==> config.mk <==
export PLATFORM = sky130hd
export DESIGN_NAME = pol_ctrl
export DESIGN_NICKNAME = d
export VERILOG_FILES = /design/src/hw/rtl/pol_pkg.sv /design/src/hw/rtl/pol_ctrl.sv
export SDC_FILE = /design/constraint.sdc
export NUM_CORES = 1
export LEC_CHECK = 0
export ABC_AREA = 1
export BUFFER_PORTS_ARGS = -buffer_cell sky130_fd_sc_hd__clkbuf_2
export CORE_AREA = 2 2 39 41
export CTS_CLUSTER_SIZE = 40
export DETAILED_ROUTE_END_ITERATION = 8
export DIE_AREA = 0 0 41 43
export GPL_TIMING_DRIVEN = 0
export PLACE_DENSITY = 0.33
export SLEW_MARGIN = 20
export SYNTH_ARGS = -nofsm -noshare
export SYNTH_HDL_FRONTEND = slang
export SYNTH_SLANG_ARGS = --single-unit
==> constraint.sdc <==
create_clock -name clk -period 1.2 [get_ports clk]
set_clock_uncertainty 0.05 [all_clocks]
set_input_delay 0.24 -clock clk [delete_from_list [all_inputs] [get_ports clk]]
set_output_delay 0.24 -clock clk [all_outputs]
set_load 0.05 [all_outputs]
==> src/hw/rtl/pol_pkg.sv <==
package pol_pkg;

  // List geometry
  localparam int CAPACITY = 64;
  localparam int CNT_W    = $clog2(CAPACITY + 1);
  localparam int IDX_W    = (CAPACITY > 1) ? $clog2(CAPACITY) : 1;
  localparam int POS_W    = 7;
  localparam int VAL_W    = 32;
  localparam int CMP_W    = ((CNT_W > POS_W) ? CNT_W : POS_W) + 1;

  typedef logic [1:0]       kind_t;
  typedef logic [1:0]       status_t;
  typedef logic [POS_W-1:0] pos_t;
  typedef logic [VAL_W-1:0] value_t;
  typedef logic [CNT_W-1:0] count_t;

  // Request kinds
  localparam kind_t KIND_INSERT = 2'd0;
  localparam kind_t KIND_DELETE = 2'd1;
  localparam kind_t KIND_FIND   = 2'd2;

  // Result status codes
  localparam status_t ST_DONE     = 2'd0;
  localparam status_t ST_RANGE    = 2'd1;
  localparam status_t ST_FULL     = 2'd2;
  localparam status_t ST_NOTFOUND = 2'd3;

  // Controller states
  typedef enum logic [1:0] {
    S_IDLE,
    S_EXEC,
    S_RESP
  } state_t;

  // Controller to datapath commands
  typedef struct packed {
    logic capture;
    logic exec;
    logic load_out;
  } cmd_t;

endpackage

==> src/hw/rtl/pol_ctrl.sv <==
module pol_ctrl (
  input  logic          clk,
  input  logic          rst,
  input  logic          req_valid,
  output logic          req_ready,
  output logic          rsp_valid,
  input  logic          rsp_ready,
  output pol_pkg::cmd_t cmd
);
  import pol_pkg::*;

  state_t state, state_next;
  logic   out_valid, out_valid_next;

  // State and output-slot registers
  always_ff @(posedge clk) begin
    if (rst) begin
      state     <= S_IDLE;
      out_valid <= 1'b0;
    end else begin
      state     <= state_next;
      out_valid <= out_valid_next;
    end
  end

  // Next state and commands
  always_comb begin
    state_next     = state;
    req_ready      = 1'b0;
    cmd            = '0;
    out_valid_next = out_valid;
    if (out_valid && rsp_ready) begin
      out_valid_next = 1'b0;
    end
    unique case (state)
      S_IDLE: begin
        req_ready = 1'b1;
        if (req_valid) begin
          cmd.capture = 1'b1;
          state_next  = S_EXEC;
        end
      end
      S_EXEC: begin
        cmd.exec   = 1'b1;
        state_next = S_RESP;
      end
      S_RESP: begin
        // hold until the output slot is free or drains this cycle
        if (!out_valid || rsp_ready) begin
          cmd.load_out   = 1'b1;
          out_valid_next = 1'b1;
          state_next     = S_IDLE;
        end
      end
      default: state_next = S_IDLE;
    endcase
  end

  assign rsp_valid = out_valid;

endmodule

==> flow_summary_export.csv, run 1 <==
group,metric,value,unit
sta,max_freq,812,MHz
setup_path,reg2reg_setup_slack,0.31,ns
die,io-pin-count,9,
power_and_ir_drop,powerDensity,1280,nW/um^2
routing,ant_nets,0,
power_and_ir_drop,ir_drop,0.684,mV
synth,syn-num-nets,25,
setup_path,crit_arrival,0.94,ns
cts,cts-root-buf,"clkbuf_4",
power_and_ir_drop,p_total,0.395,mW
setup_path,crit_path_cell_trace,"inv_2 > nand2_2 > nor2_4 > buf_8",
die,core_region_area,1380,sq um
final_layout,final_area,309,sq um
grt,grt_usage,0.0581,
routing,vias,162,
setup_path,slowest_stage,"dfxtp_2",
synth,synth_cell_types,9,
hold_path,min_from,"rst",
synth,yosysSeqAreaShare,0.425,
grt,grt_max_degree,4,
synth,synthAdderAreaFrac,0,
sta,final.min_clock_period,1.23,ns
power_and_ir_drop,p_leak,0.141,nW
die,start_util,0.102,
sta,finalCritPeriodShare,1.03,
sta,rsz0062_at_grt,"true",
setup_path,end_kind,"output pin",
routing,drc,0,
placed_design,pre_cts_slack,0.0631,ns
cts,cts_max_level,1,
grt,grt_overflow,0,
cts,cts_max_path_buffers,2,
placed_design,gp_congestion,0.623,
synth,netlist_instances,21,
setup_path,r2r-start,"rsp_valid",
sta,whs,0.137,ns
sta,hold_viol,0,
grt,antenna_found_initial,0,
die,die_h,43,microns
routing,vias_per_cell,3.18,
cts,cts_tree,"yes",
hold_path,hold_class,"in2reg",
cts,cts_sinks,3,
cts,clkTransAtPathRegs,0.04,ns
setup_path,ff2ff_path_depth,5,
sta,fin_ws,-0.0309,ns
final_layout,area_growth,119,%
synth,yosysTopAreaCell,"dfxtp_1",
hold_path,hold_path_end,"rsp_valid",
synth,synth_xor_area_frac,0,
synth,avgSynthCellArea,6.73,sq um
synth,synth_area_leaders,"dfxtp_1 42%, inv_1 13%, nand2_1 11%",
job,cap_violations,0,
die,dieWidth,41,microns
sta,slew-limit-headroom,0.816,
placed_design,place_area,206,sq um
synth,synth_top_area_share,0.425,
final_layout,fin_nets,40,
cts,clk_latency,0.23,ns
routing,wirelength,338,microns
synth,yosysWarnings,0,
routing,drtPass1Iterations,1,
setup_path,startpoint_type,"flop",
synth,yosys.area_share.simple,0.345,
routing,drtIter0Drc,0,
cts,cts_buffers,3,
placed_design,dp_hpwl,239,microns
outcome,status,"finished with violations",
final_layout,drive_gt1_frac,0.743,
synth,ys_ff_latch,3,
setup_path,path_class,"reg2out",
setup_path,critPathRequiredTime,0.91,ns
grt,grt_pass1_wl,607,microns
sta,setup_viol,3,
die,dieArea,1760,sq um
cts,cts-hold-fix-buffers,0,
hold_path,hold_depth,2,
placed_design,portBuffers,8,
sta,drv_slew,0,
outcome,violations,"negative setup slack",
final_layout,antenna_cells,0,
routing,wire_per_inst,6.63,microns
grt,grt_pass1_vias,158,
sta,worst_pin_slew,0.277,ns
setup_path,max_stage_delay,0.32,ns
die,rows,14,
setup_path,worstPathMaxFanout,3,
synth,yosys-mux-area-fraction,0,
setup_path,r2r-end,"state[1]",
synth,synth_top_family_by_area,"simple AND/OR/NAND/NOR gates",
synth,synth_area,141,sq um
synth,synth-compound-area-share,0.0708,
[kinds of logic (layout without fill, tap and decap cells)]
logic type | Yosys count | in the layout
AO/OA/AOI/OAI | 2 | 2
flip-flops | 3 | 3
AND/OR/NAND/NOR | 10 | 10
buffers and inverters | 6 | 20
[registers in the layout (all words and copies together) (netlist names)]
signal,flops
rsp_valid,1
state,2
[where the power goes]
group          leakage (nW)  switching (mW)  total [mW]  internal, mW
Sequential           0.0258         0.00381       0.110         0.106
Clock                0.0150          0.0528       0.177         0.125
Combinational         0.100          0.0655       0.107        0.0418
Total                 0.141           0.122       0.395         0.272
[critical path, delay by kind of cell, from the launching register on]
kind,cells,cell delay [ns]
DFF,1,0.32
and+or+nand+nor,2,0.16
buffers and inverters,2,0.23
[what timing repair did]
item | 4_1_cts | 5_1_grt
buffers inserted | 1 | 1
gates cloned | 0 | 0
pin swaps | 1 | 1
setup endpoints to repair | 4 | 4
gates resized for setup | 13 | 10
[final cells by class]
cell class              count  area (sq um)
flip-flops and latches      3          63.8
clock buffers               4          26.3
repair buffers             10          95.1
well taps                  16          20.0
inverters                   6          22.5
fillers                   157          1070
multi-input cells          12          81.3
[synth_stat cells]
library cell,count
inv_1,5
nand2_1,4
dfxtp_1,3
nor2_1,3
a21oi_1,2
inv_2,1
nand2_2,1
nor2_4,1
nor3_1,1
[layout by cell type (no fill, tap or decap), types with 2 or more instances in the layout]
| cell | netlist | routed |
|---|---|---|
| dfxtp_2 | 0 | 3 |
| clkbuf_2 | 0 | 4 |
| inv_2 | 1 | 5 |
| buf_4 | 0 | 2 |
| a21oi_1 | 2 | 2 |
| nor2_4 | 1 | 3 |
| nand2_1 | 4 | 3 |
| buf_8 | 0 | 4 |
| clkbuf_4 | 0 | 3 |
[worst max-delay path by stage]
stage	from	endpoint	slack, ns	depth (start not counted)
finish	state[0]	cmd[0]	-0.03	4
detailed placement	state[0]	cmd[2]	0.06	4
global route	state[0]	cmd[0]	-0.09	4
CTS	state[0]	cmd[2]	-0.06	4
floorplan	rsp_valid	cmd[0]	-0.17	3
global placement	state[0]	cmd[2]	0.06	4
[stage by stage]
| stage | std cells | TNS [ns] | utilization |
|---|---|---|---|
| after global placement | 45 | 0 | 0.149 |
| after detailed placement | 45 | 0 | 0.149 |
| after global routing | 51 | -0.260 | 0.223 |
| final | 51 | -0.0632 | 0.223 |
| after CTS | 50 | -0.151 | 0.203 |
| after floorplan | 21 | -0.168 | - |
[layer usage]
layer,vias up,share of wire,track usage
li1,87,-,-
met1,64,0.39,0.0511
met2,11,0.41,0.0719
met3,0,0.20,0.0995
met4,0,0,0
met5,-,0,0
(Power assumes the default switching activity.)
==> run 2, diff against run 1 <==
Clock period 1.2 ns to 1.1 ns, I/O delays scaled along.
==> run 2 against run 1 <==
Against the previous run: sequential power increased by 11%; non-clock buffer count decreased by 1; the flow still finishes with violations (negative setup slack); combinational power increased by 10%; critical path type unchanged; count of clock-buffer cells in the layout unchanged; clock power increased by 8%; worst hold slack got worse by 0.0044 ns; sequential share of layout area decreased by 0.49 points; power increased by 9.5%; register-to-register slack got worse by 0.09 ns; global-route usage increased by 0.20 points; largest power group unchanged.
==> flow_summary_export.csv, run 2 (same netlist as run 1, synthesis figures left out) <==
group,metric,value,unit
setup_path,end_kind,"output pin",
final_layout,fin_nets,39,
setup_path,crit_buf_inv,2,
routing,wire_per_inst,6.64,microns
routing,drc,0,
power_and_ir_drop,ir_drop,0.382,mV
routing,wirelength,332,microns
final_layout,largest_register,"state",
grt,grt_pass1_wl,621,microns
setup_path,crit_path_cell_trace,"inv_4 > nand2_4 > nor2_4 > buf_8",
setup_path,crit_arrival,0.94,ns
routing,ant_nets,0,
sta,final.min_clock_period,1.21,ns
routing,drtPass1Iterations,1,
grt,grt_usage,0.0601,
grt,grt_overflow,0,
sta,rsz0062_at_grt,"true",
outcome,violations,"negative setup slack",
grt,grt_max_degree,4,
sta,finalCritPeriodShare,1.10,
final_layout,fill_cells,153,
cts,cts_tree,"yes",
hold_path,hold_class,"in2reg",
cts,cts_max_level,1,
cts,clkTransAtPathRegs,0.04,ns
routing,vias_per_cell,3.36,
sta,fin_setup_tns,-0.366,ns
cts,cts_buffers,3,
setup_path,max_stage_delay,0.34,ns
final_layout,area_growth,124,%
outcome,status,"finished with violations",
sta,setup_viol,4,
sta,drv_slew,0,
setup_path,worstPathMaxFanout,3,
cts,cts-hold-fix-buffers,0,
final_layout,drive_gt1_frac,0.706,
die,dieWidth,41,microns
sta,max_freq,828,MHz
placed_design,portBuffers,8,
die,rows,14,
die,die_h,43,microns
sta,hold_viol,0,
routing,vias,168,
setup_path,critPathRequiredTime,0.83,ns
cts,cts_sinks,3,
sta,worst_pin_slew,0.138,ns
placed_design,pre_cts_slack,-0.0419,ns
power_and_ir_drop,p_total,0.432,mW
cts,cts-root-buf,"clkbuf_4",
final_layout,antenna_cells,0,
final_layout,layout_common_cells,"4 x clkbuf_4, 4 x buf_8",
setup_path,path_class,"reg2out",
die,io-pin-count,9,
final_layout,largest_reg_flops,2,
cts,clk_latency,0.23,ns
final_layout,multi_input_comb_area,88.8,sq um
die,start_util,0.102,
cts,cts_max_path_buffers,2,
grt,grt_pass1_vias,176,
final_layout,seqCellArea,63.8,sq um
setup_path,startpoint_type,"flop",
setup_path,path_delay_family,"flip-flops",
die,dieArea,1760,sq um
placed_design,gp_congestion,0.674,
power_and_ir_drop,powerDensity,1370,nW/um^2
sta,fin_ws,-0.108,ns
die,core_region_area,1380,sq um
power_and_ir_drop,p_leak,0.142,nW
setup_path,slowest_stage,"dfxtp_2",
routing,drtIter0Drc,0,
sta,slew-limit-headroom,0.907,
grt,antenna_found_initial,0,
job,cap_violations,0,
## run 2: repair_timing
| action | CTS | global route |
|---|---|---|
| endpoints found under the setup margin | 4 | 5 |
| setup buffers | 1 | 0 |
| resized for setup | 14 | 10 |
| gates cloned | 0 | 0 |
| pin swaps | 3 | 0 |
| hold endpoints to repair | 0 | 0 |
## run 2: metrics by stage
step                hold slack (ns)  instance area, sq um  instances   util
detailed placement            0.372                   218         45  0.157
floorplan                     0.232                   158         21      -
global route                  0.135                   317         50  0.229
CTS                           0.122                   302         50  0.218
global placement              0.376                   218         45  0.157
finish                        0.133                   317         50  0.229
## run 2: final timing paths
kind                 start         to  slack (ns)  cells after the start
setup reg to reg  state[0]  rsp_valid        0.22                      5
hold reg to reg   state[0]   state[1]        0.46                      2
setup / recovery  state[1]     cmd[2]       -0.11                      4
hold / removal         rst   state[1]        0.13                      2
## run 2: layout make-up
class	count	share of cell area
clock buffer	4	0.0830
inverter	6	0.0870
multi-input combinational	12	0.281
sequential	3	0.202
tap	16	0.0632
timing repair buffer	9	0.285
## run 2: routing by layer
metal / global-route usage / wire (microns) / vias up / share of wire
met5: 0 / 0 / - / 0
met2: 0.0688 / 153 / 10 / 0.46
li1: - / - / 89 / -
met4: 0.0600 / 0 / 0 / 0
met3: 0.0628 / 51 / 0 / 0.15
met1: 0.0543 / 127 / 69 / 0.38
## run 2: power breakdown
group          internal [mW]  switching (mW)  leakage [nW]
logic                 0.0461          0.0722         0.102
registers              0.116         0.00595        0.0258
clock network          0.136          0.0563        0.0150
==> run 3, diff against run 2 <==
Settings changed: ABC_AREA 1 to unset, ABC_CLOCK_PERIOD_IN_PS set to 1100, SKIP_LAST_GASP set to 1.
==> run 3 against run 2 <==
Against the previous run: the flow still finishes with violations (negative setup slack); power shrank 0.92%; combinational power is essentially flat; first-iteration DRC count is the same; highest routed layer unchanged.
==> flow_summary_export.csv, run 3 <==
group,metric,value,unit
setup_path,r2r-start,"state[1]",
grt,antenna_found_initial,0,
cts,cts_buffers,3,
setup_path,path_class,"reg2out",
setup_path,critPathRequiredTime,0.83,ns
final_layout,drive_gt1_frac,0.731,
grt,grt_max_degree,6,
sta,worst_pin_slew,0.189,ns
synth,synth_cell_types,9,
grt,grt_overflow,0,
cts,cts-hold-fix-buffers,0,
synth,yosysSeqAreaShare,0.432,
cts,cts_max_path_buffers,2,
synth,syn-num-nets,17,
sta,finalCritPeriodShare,1.17,
routing,wl_met2,148,microns
outcome,violations,"negative setup slack",
placed_design,gp_congestion,0.550,
sta,fin_ws,-0.182,ns
routing,wirelength,356,microns
die,start_util,0.100,
setup_path,slowest_stage,"dfxtp_4",
setup_path,cp-startpoint,"state[1]",
job,cap_violations,0,
placed_design,portBuffers,8,
synth,synth_area,139,sq um
routing,ant_nets,0,
final_layout,layout_common_cells,"3 x clkbuf_4, 3 x clkbuf_2, 3 x buf_8, 2 x buf_4, 2 x dfxtp_4",
power_and_ir_drop,powerDensity,1350,nW/um^2
grt,grt_pass1_wl,600,microns
sta,fin_setup_tns,-0.656,ns
synth,synth_commonest_cells,"3 x dfxtp_1, 2 x nand2b_1, 2 x nor2b_1",
final_layout,fin_nets,31,
placed_design,place_area,218,sq um
final_layout,area_growth,128,%
final_layout,largest_reg_flops,2,
hold_path,hold_class,"in2reg",
sta,rsz0062_at_grt,"true",
final_layout,antenna_cells,0,
outcome,status,"finished with violations",
setup_path,end_kind,"output pin",
sta,max_freq,780,MHz
routing,drt-met1-wl,164,microns
synth,avgSynthCellArea,10.7,sq um
power_and_ir_drop,p_leak,0.148,nW
synth,ys.flop_type,"dfxtp_1",
cts,clk_latency,0.23,ns
setup_path,max_stage_delay,0.36,ns
final_layout,postLayoutCoreUtil,0.229,
grt,grt_usage,0.0582,
routing,drtIter0Drc,0,
routing,drc,0,
final_layout,largest_register,"state",
sta,slew-limit-headroom,0.874,
synth,yosysWarnings,0,
synth,async_flop_share,0,
sta,whs,0.133,ns
synth,synth_most_common_cell,"dfxtp_1",
hold_path,min_from,"rst",
synth,ys_ff_latch,3,
synth,synth_area_leaders,"dfxtp_1 43%, and4bb_1 9.0%, nand2b_1 9.0%",
cts,cts_max_level,1,
synth,synth_top_area_share,0.432,
routing,vias,143,
die,dieArea,1760,sq um
sta,drv_slew,0,
cts,cts_tree,"yes",
cts,cts-root-buf,"clkbuf_4",
setup_path,crit_arrival,1.01,ns
routing,vias_per_cell,3.40,
sta,hold_viol,0,
final_layout,final_area,317,sq um
routing,topRoutingLayerUsed,"met3",
power_and_ir_drop,ir_drop,0.534,mV
synth,netlist_instances,13,
routing,met3_length,43,microns
sta,final.min_clock_period,1.28,ns
placed_design,pre_cts_slack,-0.0876,ns
sta,setup_viol,4,
synth,synth-edff-count,0,
die,die_h,43,microns
routing,drtPass1Iterations,1,
grt,grt_pass1_vias,141,
setup_path,crit_path_cell_trace,"and2b_4 > clkbuf_16",
die,rows,14,
synth,yosysTopAreaCell,"dfxtp_1",
placed_design,dp_hpwl,263,microns
die,io-pin-count,9,
setup_path,startpoint_type,"flop",
cts,cts_sinks,3,
setup_path,worstPathMaxFanout,5,
die,core_region_area,1380,sq um
routing,wire_per_inst,8.48,microns
cts,clkTransAtPathRegs,0.04,ns
die,dieWidth,41,microns
run 3: changes by cell type after synthesis, sizes merged, moves of 2 or more:
cell,change
inv,-6
nor2b,+2
nand2b,+2
nor2,-3
nand2,-5
run 3: logic make-up after synthesis:
kind of cell	Yosys count	share of synthesized area
AO/OA/AOI/OAI	2	0.108
AND/OR/NAND/NOR	8	0.459
flip-flops	3	0.432
run 3: path summary, 6_finish.rpt:
path | end | slack [ns] | cells past startpoint
setup / recovery | cmd[1] | -0.18 | 2
hold / removal | state[0] | 0.13 | 2
setup reg to reg | state[1] | 0.18 | 2
hold reg to reg | rsp_valid | 0.47 | 2
run 3: layer usage:
metal | vias up | track usage
met5 | - | 0
met4 | 0 | 0.0400
met3 | 0 | 0.0681
met2 | 9 | 0.0531
met1 | 63 | 0.0705
li1 | 71 | -
run 3: final cells by class:
cell class | count | area, sq um
Fill cell | 155 | 1070
Multi-Input combinational cell | 10 | 103
Timing Repair Buffer | 9 | 100
Sequential cell | 3 | 67.6
Clock buffer | 4 | 26.3
Tap cell | 16 | 20.0
run 3: worst max-delay path: cells and delay by family, from the launching register on:
| family | cells | cell delay, ns |
|---|---|---|
| DFF | 1 | 0.36 |
| and+or+nand+nor | 1 | 0.26 |
| buffers and inverters | 1 | 0.15 |
run 3: power breakdown:
group | internal [mW] | switching [mW] | total [mW]
Sequential | 0.113 | 0.00822 | 0.121
Clock | 0.136 | 0.0565 | 0.192
Combinational | 0.0568 | 0.0581 | 0.115
run 3: through the flow:
step	cells	total power [mW]
2_1_floorplan	13	0.187
3_3_place_gp	37	0.205
3_5_place_dp	37	0.206
4_1_cts	41	0.434
5_1_grt	42	0.455
6_report	42	0.428
run 3: repair_timing:
item                       in CTS  in global routing
setup endpoints to repair       5                  5
buffers inserted                0                  1
gates resized for setup        12                  5
